### src/sv/sphd_pkg.sv
package sphd_pkg;

	localparam int SAMPLE_WIDTH = 16;
	localparam int INDEX_WIDTH  = 20;
	localparam int THR_WIDTH    = 16;
	localparam int CFG_INDEX_W  = 2;

	localparam int FIFO_DEPTH = 4;
	localparam int FIFO_PTR_W = $clog2(FIFO_DEPTH);

	typedef logic signed [SAMPLE_WIDTH-1:0] sample_t;
	typedef logic signed [SAMPLE_WIDTH+1:0] acc_t;
	typedef logic [INDEX_WIDTH-1:0]         index_t;
	typedef logic signed [THR_WIDTH-1:0]    thr_t;

	localparam index_t INDEX_MAX = {INDEX_WIDTH{1'b1}};

	localparam thr_t HIGH_THRESHOLD_RST = THR_WIDTH'(2511);
	localparam thr_t LOW_THRESHOLD_RST  = THR_WIDTH'(1280);

	localparam logic [CFG_INDEX_W-1:0] REG_HIGH_THRESHOLD = CFG_INDEX_W'(0);
	localparam logic [CFG_INDEX_W-1:0] REG_LOW_THRESHOLD  = CFG_INDEX_W'(1);

	typedef struct packed {
		sample_t smoothed;
		index_t  sample_index;
		logic    alarm_raised;
		logic    alarm_active;
		sample_t peak_value;
		index_t  peak_index;
		logic    last_result;
	} result_t;

	typedef struct packed {
		logic    alarm;
		sample_t peak;
		index_t  peak_at;
		index_t  idx;
	} run_t;

	typedef struct packed {
		result_t res;
		run_t    nxt;
	} emit_t;

	typedef struct packed {
		logic [1:0] cnt;
		result_t    first;
		result_t    second;
	} fifo_push_t;

	// floor(sum / 4)
	function automatic sample_t quarter(acc_t sum);
		acc_t tmp;
		tmp = sum >>> 2;
		return tmp[SAMPLE_WIDTH-1:0];
	endfunction

	function automatic emit_t emit(sample_t v, logic last, run_t run, thr_t hi, thr_t lo);
		emit_t e;
		e.nxt = run;
		e.res.alarm_raised = 1'b0;
		if (v > hi && !run.alarm) begin
			e.res.alarm_raised = 1'b1;
			e.nxt.alarm = 1'b1;
		end else if (v < lo && run.alarm) begin
			e.nxt.alarm = 1'b0;
		end
		if (run.idx == '0) begin
			e.nxt.peak    = v;
			e.nxt.peak_at = '0;
		end else if (v > run.peak) begin
			e.nxt.peak    = v;
			e.nxt.peak_at = run.idx;
		end
		if (run.idx != INDEX_MAX) begin
			e.nxt.idx = run.idx + INDEX_WIDTH'(1);
		end
		e.res.smoothed     = v;
		e.res.sample_index = run.idx;
		e.res.alarm_active = e.nxt.alarm;
		e.res.peak_value   = e.nxt.peak;
		e.res.peak_index   = e.nxt.peak_at;
		e.res.last_result  = last;
		return e;
	endfunction

endpackage

### src/sv/sphd_ifs.sv
interface sphd_sample_if import sphd_pkg::*; ();
	logic    valid;
	logic    ready;
	sample_t sample;
	logic    last_sample;

	modport source(output valid, output sample, output last_sample, input ready);
	modport sink(input valid, input sample, input last_sample, output ready);
endinterface

interface sphd_result_if import sphd_pkg::*; ();
	logic    valid;
	logic    ready;
	sample_t smoothed;
	index_t  sample_index;
	logic    alarm_raised;
	logic    alarm_active;
	sample_t peak_value;
	index_t  peak_index;
	logic    last_result;

	modport source(output valid, output smoothed, output sample_index, output alarm_raised,
		output alarm_active, output peak_value, output peak_index, output last_result,
		input ready);
	modport sink(input valid, input smoothed, input sample_index, input alarm_raised,
		input alarm_active, input peak_value, input peak_index, input last_result,
		output ready);
endinterface

### src/sv/sphd_result_fifo.sv
module sphd_result_fifo import sphd_pkg::*; (
	input  logic                 clk,
	input  logic                 arst_n,
	input  fifo_push_t           push,
	output logic                 space_ok,
	sphd_result_if.source        results
);

	result_t               mem_q [FIFO_DEPTH];
	logic [FIFO_PTR_W-1:0] wr_ptr_q;
	logic [FIFO_PTR_W-1:0] rd_ptr_q;
	logic [FIFO_PTR_W:0]   count_q;
	logic                  pop;
	result_t               head;

	assign pop      = results.valid && results.ready;
	assign space_ok = count_q <= (FIFO_PTR_W+1)'(FIFO_DEPTH - 2);
	assign head     = mem_q[rd_ptr_q];

	assign results.valid        = count_q != '0;
	assign results.smoothed     = head.smoothed;
	assign results.sample_index = head.sample_index;
	assign results.alarm_raised = head.alarm_raised;
	assign results.alarm_active = head.alarm_active;
	assign results.peak_value   = head.peak_value;
	assign results.peak_index   = head.peak_index;
	assign results.last_result  = head.last_result;

	always_ff @(posedge clk) begin
		if (push.cnt != 2'd0) begin
			mem_q[wr_ptr_q] <= push.first;
		end
		if (push.cnt == 2'd2) begin
			mem_q[wr_ptr_q + FIFO_PTR_W'(1)] <= push.second;
		end
	end

	always_ff @(posedge clk or negedge arst_n) begin
		if (!arst_n) begin
			wr_ptr_q <= '0;
			rd_ptr_q <= '0;
			count_q  <= '0;
		end else begin
			wr_ptr_q <= wr_ptr_q + FIFO_PTR_W'(push.cnt);
			if (pop) begin
				rd_ptr_q <= rd_ptr_q + FIFO_PTR_W'(1);
			end
			count_q <= count_q + (FIFO_PTR_W+1)'(push.cnt) - (FIFO_PTR_W+1)'(pop);
		end
	end

endmodule

### src/sv/smooth_peak_hysteresis_detector.sv
// channel  | dir | handshake    | payload
// samples  | in  | valid/ready  | sample, last_sample
// results  | out | valid/ready  | smoothed, sample_index, alarm_raised, alarm_active,
//          |     |              | peak_value, peak_index, last_result
// config   | in  | wr_en        | wr_index, wr_data
//
// One item per cycle while ready is high. Results are computed in the accept cycle
// and land in a four-entry result queue in the next cycle; a final sample pushes
// two results unless it starts its run. Input ready is high while the queue has
// room for two results. Reset clears the run state and queue and loads the
// default thresholds. A stalled output fills the queue and then holds samples off.
module smooth_peak_hysteresis_detector import sphd_pkg::*; (
	input  logic                   clk,
	input  logic                   arst_n,
	input  logic                   wr_en,
	input  logic [CFG_INDEX_W-1:0] wr_index,
	input  logic [THR_WIDTH-1:0]   wr_data,
	sphd_sample_if.sink            samples,
	sphd_result_if.source          results
);

	thr_t       high_q;
	thr_t       low_q;
	sample_t    older_q;
	sample_t    newer_q;
	logic [1:0] raw_count_q;
	run_t       run_q;

	logic       accept;
	logic       space_ok;
	sample_t    s;
	sample_t    v0;
	sample_t    v1;
	emit_t      e0;
	emit_t      e1;
	fifo_push_t push;

	assign samples.ready = space_ok;
	assign accept        = samples.valid && space_ok;
	assign s             = samples.sample;

	always_comb begin
		case (raw_count_q)
			2'd0:    v0 = s;
			2'd1:    v0 = quarter(acc_t'(newer_q) + acc_t'(newer_q) + acc_t'(newer_q)
				+ acc_t'(s));
			default: v0 = quarter(acc_t'(older_q) + (acc_t'(newer_q) <<< 1) + acc_t'(s));
		endcase
		v1 = quarter(acc_t'(newer_q) + acc_t'(s) + acc_t'(s) + acc_t'(s));
		e0 = emit(v0, raw_count_q == 2'd0, run_q, high_q, low_q);
		e1 = emit(v1, 1'b1, e0.nxt, high_q, low_q);

		push.first  = e0.res;
		push.second = e1.res;
		push.cnt    = 2'd0;
		if (accept) begin
			if (raw_count_q == 2'd0) begin
				push.cnt = samples.last_sample ? 2'd1 : 2'd0;
			end else begin
				push.cnt = samples.last_sample ? 2'd2 : 2'd1;
			end
		end
	end

	sphd_result_fifo u_fifo (
		.clk      (clk),
		.arst_n   (arst_n),
		.push     (push),
		.space_ok (space_ok),
		.results  (results)
	);

	always_ff @(posedge clk or negedge arst_n) begin
		if (!arst_n) begin
			high_q      <= HIGH_THRESHOLD_RST;
			low_q       <= LOW_THRESHOLD_RST;
			older_q     <= '0;
			newer_q     <= '0;
			raw_count_q <= 2'd0;
			run_q       <= '0;
		end else begin
			if (wr_en) begin
				case (wr_index)
					REG_HIGH_THRESHOLD: high_q <= thr_t'(wr_data);
					REG_LOW_THRESHOLD:  low_q  <= thr_t'(wr_data);
					default: ;
				endcase
			end
			if (accept) begin
				if (samples.last_sample) begin
					older_q     <= '0;
					newer_q     <= '0;
					raw_count_q <= 2'd0;
					run_q       <= '0;
				end else if (raw_count_q == 2'd0) begin
					newer_q     <= s;
					raw_count_q <= 2'd1;
				end else begin
					older_q     <= newer_q;
					newer_q     <= s;
					raw_count_q <= 2'd2;
					run_q       <= e0.nxt;
				end
			end
		end
	end

endmodule
### src/flat_wrapper.sv
// flat-port wrapper written by rule: the top's interface ports become plain ports
module smooth_peak_hysteresis_detector_flat import sphd_pkg::*;
  (clk, arst_n, wr_en, wr_index, wr_data, samples_valid, samples_sample, samples_last_sample, samples_ready, results_valid, results_smoothed, results_sample_index, results_alarm_raised, results_alarm_active, results_peak_value, results_peak_index, results_last_result, results_ready);
  sphd_sample_if samples_i ();
  sphd_result_if results_i ();
  input  logic clk;
  input  logic arst_n;
  input  logic wr_en;
  input  logic [CFG_INDEX_W-1:0] wr_index;
  input  logic [THR_WIDTH-1:0] wr_data;
  input wire logic [$bits(samples_i.valid)-1:0] samples_valid;
  input wire logic [$bits(samples_i.sample)-1:0] samples_sample;
  input wire logic [$bits(samples_i.last_sample)-1:0] samples_last_sample;
  output wire logic [$bits(samples_i.ready)-1:0] samples_ready;
  output wire logic [$bits(results_i.valid)-1:0] results_valid;
  output wire logic [$bits(results_i.smoothed)-1:0] results_smoothed;
  output wire logic [$bits(results_i.sample_index)-1:0] results_sample_index;
  output wire logic [$bits(results_i.alarm_raised)-1:0] results_alarm_raised;
  output wire logic [$bits(results_i.alarm_active)-1:0] results_alarm_active;
  output wire logic [$bits(results_i.peak_value)-1:0] results_peak_value;
  output wire logic [$bits(results_i.peak_index)-1:0] results_peak_index;
  output wire logic [$bits(results_i.last_result)-1:0] results_last_result;
  input wire logic [$bits(results_i.ready)-1:0] results_ready;
  assign samples_i.valid = samples_valid;
  assign samples_i.sample = samples_sample;
  assign samples_i.last_sample = samples_last_sample;
  assign samples_ready = samples_i.ready;
  assign results_valid = results_i.valid;
  assign results_smoothed = results_i.smoothed;
  assign results_sample_index = results_i.sample_index;
  assign results_alarm_raised = results_i.alarm_raised;
  assign results_alarm_active = results_i.alarm_active;
  assign results_peak_value = results_i.peak_value;
  assign results_peak_index = results_i.peak_index;
  assign results_last_result = results_i.last_result;
  assign results_i.ready = results_ready;
  smooth_peak_hysteresis_detector u_core (.clk(clk), .arst_n(arst_n), .wr_en(wr_en), .wr_index(wr_index), .wr_data(wr_data), .samples(samples_i), .results(results_i));
endmodule
### config.mk
export PLATFORM = sky130hd
export DESIGN_NAME = smooth_peak_hysteresis_detector_flat
export DESIGN_NICKNAME = d
export VERILOG_FILES = /design/src/sv/sphd_pkg.sv /design/src/sv/sphd_ifs.sv /design/src/sv/sphd_result_fifo.sv /design/src/sv/smooth_peak_hysteresis_detector.sv /design/src/flat_wrapper.sv
export SDC_FILE = /design/constraint.sdc
export NUM_CORES = 1
export LEC_CHECK = 0
export BUFFER_PORTS_ARGS = -buffer_cell sky130_fd_sc_hd__clkbuf_2
export CAP_MARGIN = 20
export CORE_MARGIN = 4
export CORE_UTILIZATION = 27
export CTS_CLUSTER_DIAMETER = 200
export DETAILED_ROUTE_END_ITERATION = 10
export PLACE_DENSITY_LB_ADDON = 0.25
export RECOVER_POWER = 100
export SYNTH_ARGS = -nofsm -noshare
export SYNTH_HDL_FRONTEND = slang
export SYNTH_SLANG_ARGS = --single-unit
### constraint.sdc
create_clock -name clk -period 16.51 [get_ports clk]
set_input_delay 1.651 -clock clk [delete_from_list [all_inputs] [get_ports clk]]
set_output_delay 1.651 -clock clk [all_outputs]
set_load 0.02 [all_outputs]
# ---- Word level (Yosys, flattened, before mapping)
# Memories as Yosys holds them, arrays and structs flattened.
# Cells that the tools add are included.
dict set report word_totals {
  memories 1
  reg_bits 130
  mem_bits_rw 300
  word_cells 83
  inputBits 40
}
# memory words word_bits read_ports rd_clocked_by_memory_dff write_ports line_no
set memory_table {}
lappend memory_table {u_core.u_fifo.mem_q 4 75 1 0 2 sphd_result_fifo.sv:9} ;# result_t mem_q [FIFO_DEPTH];
dict set report classes {
  n_addsub 14
  eq_ne 5
  magnitude_cmp 7
  muxes 27
  reduce_logical 17
}
# op count
set op_table {}
lappend op_table {{two-way mux 36 bit} 4}
lappend op_table {{two-way mux 57 bit} 2}
lappend op_table {{greater-than comparator 16 bit} 4}
lappend op_table {{adder 18 x 16 -> 18 bit} 3}
lappend op_table {{two-way mux 16 bit} 3}
lappend op_table {{zero test 20 bit} 2}
lappend op_table {{adder 17 x 16 -> 18 bit} 2}
lappend op_table {{adder 16 x 16 -> 17 bit} 2}
lappend op_table {{< comparator 16 bit} 2}
lappend op_table {{case mux 16 bit (2 select lines)} 1}
lappend op_table {{adder 20 x 1 -> 20 bit, second input constant} 1}
lappend op_table {{two-way mux 20 bit} 1}
lappend op_table {{!= test 20 bit, second input constant} 1}
lappend op_table {{adder 16 x 17 -> 18 bit} 1}
lappend op_table {{two-way mux 1 bit} 11}
lappend op_table {{two-way mux 2 bit} 5}
lappend op_table {{logical AND 1 bit} 6}
lappend op_table {{AND reduction 2 bit} 3}
lappend op_table {{adder 2 x 1 -> 2 bit, second input constant} 2}
lappend op_table {{equality test 2 x 1 -> 1 bit, second input constant} 2}
lappend op_table {{zero test 2 bit} 2}
lappend op_table {{adder 3 x 2 -> 3 bit} 1}
lappend op_table {{<= comparator 3 x 2 -> 1 bit, second input constant} 1}
lappend op_table {{nonzero test 3 bit} 1}
lappend op_table {{other kinds (6)} 7}

# ---- Depth between registers and ports, before layout
dict set report depth {
  ltp_word 11
  depth_mapped 36
}

# ---- Hierarchy
# From an unflattened synthesis, not the netlist that was laid out.
dict set report hier_totals {
  cells_unflattened 2160
  area_unflattened_um2 27511.4
}
# mod seq_area_each_um2 area_per_inst_um2 n_inst cells_each
set by_module_without_submodules {}
lappend by_module_without_submodules {sphd_result_fifo 9183.8 15240.9 1 765}
lappend by_module_without_submodules {smooth_peak_hysteresis_detector 3090.5 12270.5 1 1395}

# ---- Worst setup path after synthesis
# Ideal clock, no wire load.
dict set report synth_timing {
  kind {input to register}
  from {in samples_sample[1]}
  to {mem u_core.u_fifo.mem_q[0][25] in the netlist's numbering, data pin}
  setup_slack_ns 7.037
  setup_time_ns 0.277
  required_ns 16.233
  arrival_ns 9.195
  n_path_buf 3
  stages 35
  path_cell_list {fa_1 and3_1 fa_1 a21oi_1 o21ai_0 a2111oi_0 nor4_1 o31ai_1 mux2i_1 o21ai_0 o31ai_1 inv_1 ha_1 nand4_1 or2_1 a211o_1 and4_1 nor3_1 or2_2 clkbuf_1 mux2_2 ha_1 a21oi_1 nor2b_1 o21ai_0 nand2b_1 a211oi_1 o21ai_0 a31oi_1 a21oi_1 or3_1 buf_2 buf_2 a31oi_1 o22ai_1}
}
# item line_no
set synth_rtl {}
lappend synth_rtl {{start, declared} flat_wrapper.sv:12} ;# input wire logic [$bits(samples_i.sample)-1:0] samples_sample;
lappend synth_rtl {{end, declared} sphd_result_fifo.sv:9}

==> run metrics <==
CP max-delay cell o31ai_1; drt initial violations approximately 1800; num rows 112; routed len/inst 24.09 um; max-slew violations 897; clk_skew 0.03288 ns; Post-DP HPWL 59110 um; crit-path max FO 23; DP Worst Slack 4.803 ns; Inserted Clock Buffers 48; status finished, violations left; Primary FF master, synth edfxtp_1; Routed Antenna Nets 0; CTS H-tree depth 2; Critical Path AT ~14 ns; number of global-route vias before repair around 20000; Yosys warning count 0; gr ovfl total 0; failing checks capacitance limit, slew limit; Die Y 316.2 um; Largest stage delay, worst path 1.27 ns; Initial Utilization 27.35%; Max-slew headroom -187.3%; hold_buf cts 0; met2 usage 29.08%; Synth Area per Inst 11.38 sq um; CTS resizes 0; DRT Pass-1 Iters 8; Top Ports 117; Worst setup EP type register; clock root buffer clkbuf_16; Power Total 6.953 mW; largest net degree at the start of global routing 58; maximum VDD drop 243.2 uV; EDFF count, synth 296; fin crit period approximately 13 ns; setup_tns 0 ns; max-cap violations 23; hold violation total from the final report 0; Post-layout nets roughly 2600; Slew @ Worst Pin 4.310 ns; DRC viols 0; RSZ-0062 raised after global routing false; Seq/Total Area, Yosys 47.72%; routability-driven placement congestion ratio slightly below 0.9; Max Fclk 76.34 MHz; vias 19490; Leak 10.58 nW; CORE AREA ~94000 sq um; Net Count, Synth 2490; Most Crowded Layer GR met2; Post-synth ARST share 30.23%; post-layout worst setup margin 3.411 ns; first-pass GRT wire length around 130000 um; largest buffer count on any clock path 3; Post-Syn Area 25640 sq um; Synth-to-Final Area Change 13.27%; type of the most critical hold path reg -> reg; synthesized flop and latch total 430; share of layout cells above drive strength 1 12.33%; GR Util met3 2.660%; Req. time, crit path 16.94 ns; clock latency on the worst-skew pair 0.61 ns; most common cell after layout, fill and taps aside edfxtp_1; Chip Width 316.2 um; setup violators final 0; crit path launch type input pin; Final Cycle Share 79.34%; Post-Synthesis Cells 2253; Cell Pwr Density 239.4 nW/um^2; die area 99960 sq um; initial antenna violation count 3; critical path class in -> reg; CTS tree done; Yosys cell types 81; reg2reg setup slack 4.25 ns; worst hold slack approximately 0.48 ns; met1 Use GR a little under a quarter; final wirelength 87300 um; Worst-path clk slew 0.06 ns; post-CTS setup buffers 0; # clock sinks 430; most frequent cells in the layout edfxtp_1 (296), nand2_1 (260), o22ai_1 (227), o21ai_0 (198), ha_1 (147); post-DR vias/cell 5.379; Port Buf Inserts 116; Total GRT Usage 17.21%
## cell type report
class,count,area (sq um)
Clock buffer,71,1368
Multi-Input combinational cell,1573,12400
Fill cell,9489,64710
Clock inverter,18,240.2
Inverter,106,397.9
Timing Repair Buffer,171,827.0
Sequential cell,430,12240
Tap cell,1254,1569
Antenna cell,1,2.502
## per-layer routing
layer | up-vias | share of wire (%)
li1 | 8747 | -
met1 | 9834 | 42
met2 | 803 | 49
met3 | 109 | 7.0
met4 | 0 | 2.2
met5 | - | 0
## cells by family (layout without fill, tap and decap cells)
logic type               count (synthesis)  in the layout  share of synthesized area [%]
AND/OR/NAND/NOR                        498            498                          9.038
buffers and inverters                  250            366                          3.889
AO/OA/AOI/OAI                          648            648                          15.58
other                                    0              1                              0
XOR/XNOR                                66             66                          2.255
multiplexers                           164            164                          10.45
adder cells (fa/ha/maj)                197            197                          11.08
flip-flops                             430            430                          47.72
## power breakdown
part	internal [mW]	switching (mW)	leakage, nW
combinational	1.54	2.76	5.33
sequential	1.37	0.180	4.47
clock	0.629	0.475	0.780
## flip-flops by register name, summed over array words and instances (netlist names)
| register | flops |
|---|---|
| u_core.newer_q | 16 |
| u_core.high_q | 16 |
| u_core.u_fifo.count_q | 3 |
| u_core.run_q | 37 |
| u_core.u_fifo.mem_q | 300 |
| u_core.e0 | 20 |
| u_core.raw_count_q | 2 |
| u_core.u_fifo.rd_ptr_q | 2 |
| u_core.older_q | 16 |
| u_core.u_fifo.wr_ptr_q | 2 |
| u_core.low_q | 16 |
## synth_stat cells, types with 14 or more instances
library cell / number / area (sq um)
ha_1: 147 / 1839
nand2b_1: 14 / 87.58
o22ai_1: 227 / 1420
nand4_1: 20 / 125.1
nand3_1: 31 / 155.2
o21a_1: 18 / 135.1
xor2_1: 30 / 262.8
dfrtp_1: 120 / 3003
edfxtp_1: 296 / 8889
or3_1: 15 / 93.84
fa_1: 50 / 1001
buf_1: 17 / 63.81
inv_1: 103 / 386.6
a21o_1: 25 / 187.7
mux2_2: 59 / 664.4
nand2_1: 261 / 979.7
mux2i_1: 19 / 190.2
o21ai_0: 193 / 965.9
buf_2: 20 / 100.1
clkbuf_1: 101 / 379.1
and3_1: 14 / 87.58
mux4_2: 75 / 1689
nor2_1: 63 / 236.5
nor3_1: 24 / 120.1
xnor2_1: 36 / 315.3
o31ai_1: 19 / 142.6
a21oi_1: 66 / 330.3
## worst max-delay path, delay by kind of cell
kind | cells | cell delay (ns)
compound gates | 17 | 5.35
buf+inv | 4 | 2.30
mux | 1 | 0.22
simple gates | 9 | 2.25
fa+ha+maj | 4 | 1.74
## metrics by stage
stage / util, % / cell area [sq um] / std cells
5_1_grt: 30.98 / 29040 / 3623
6_report: 30.98 / 29040 / 3624
4_1_cts: 31.29 / 29340 / 3622
3_5_place_dp: 29.58 / 27730 / 3533
3_3_place_gp: 29.55 / 27710 / 3531
2_1_floorplan: - / 25640 / 2253
## worst paths after layout
| path | from | to | cells after the start |
|---|---|---|---|
| min in group asynchronous | arst_n | u_core.newer_q[5] | 1 |
| setup reg to reg | u_core.newer_q[0] | u_core.u_fifo.mem_q[3][32] | 34 |
| hold / removal | u_core.run_q[28] | u_core.run_q[28] | 2 |
| hold reg to reg | u_core.run_q[28] | u_core.run_q[28] | 2 |
| setup / recovery | samples_sample[1] | u_core.u_fifo.mem_q[3][32] | 35 |
| max in group asynchronous | arst_n | u_core.u_fifo.rd_ptr_q[1] | 2 |
Note: power is estimated with default switching activity, not from simulation.
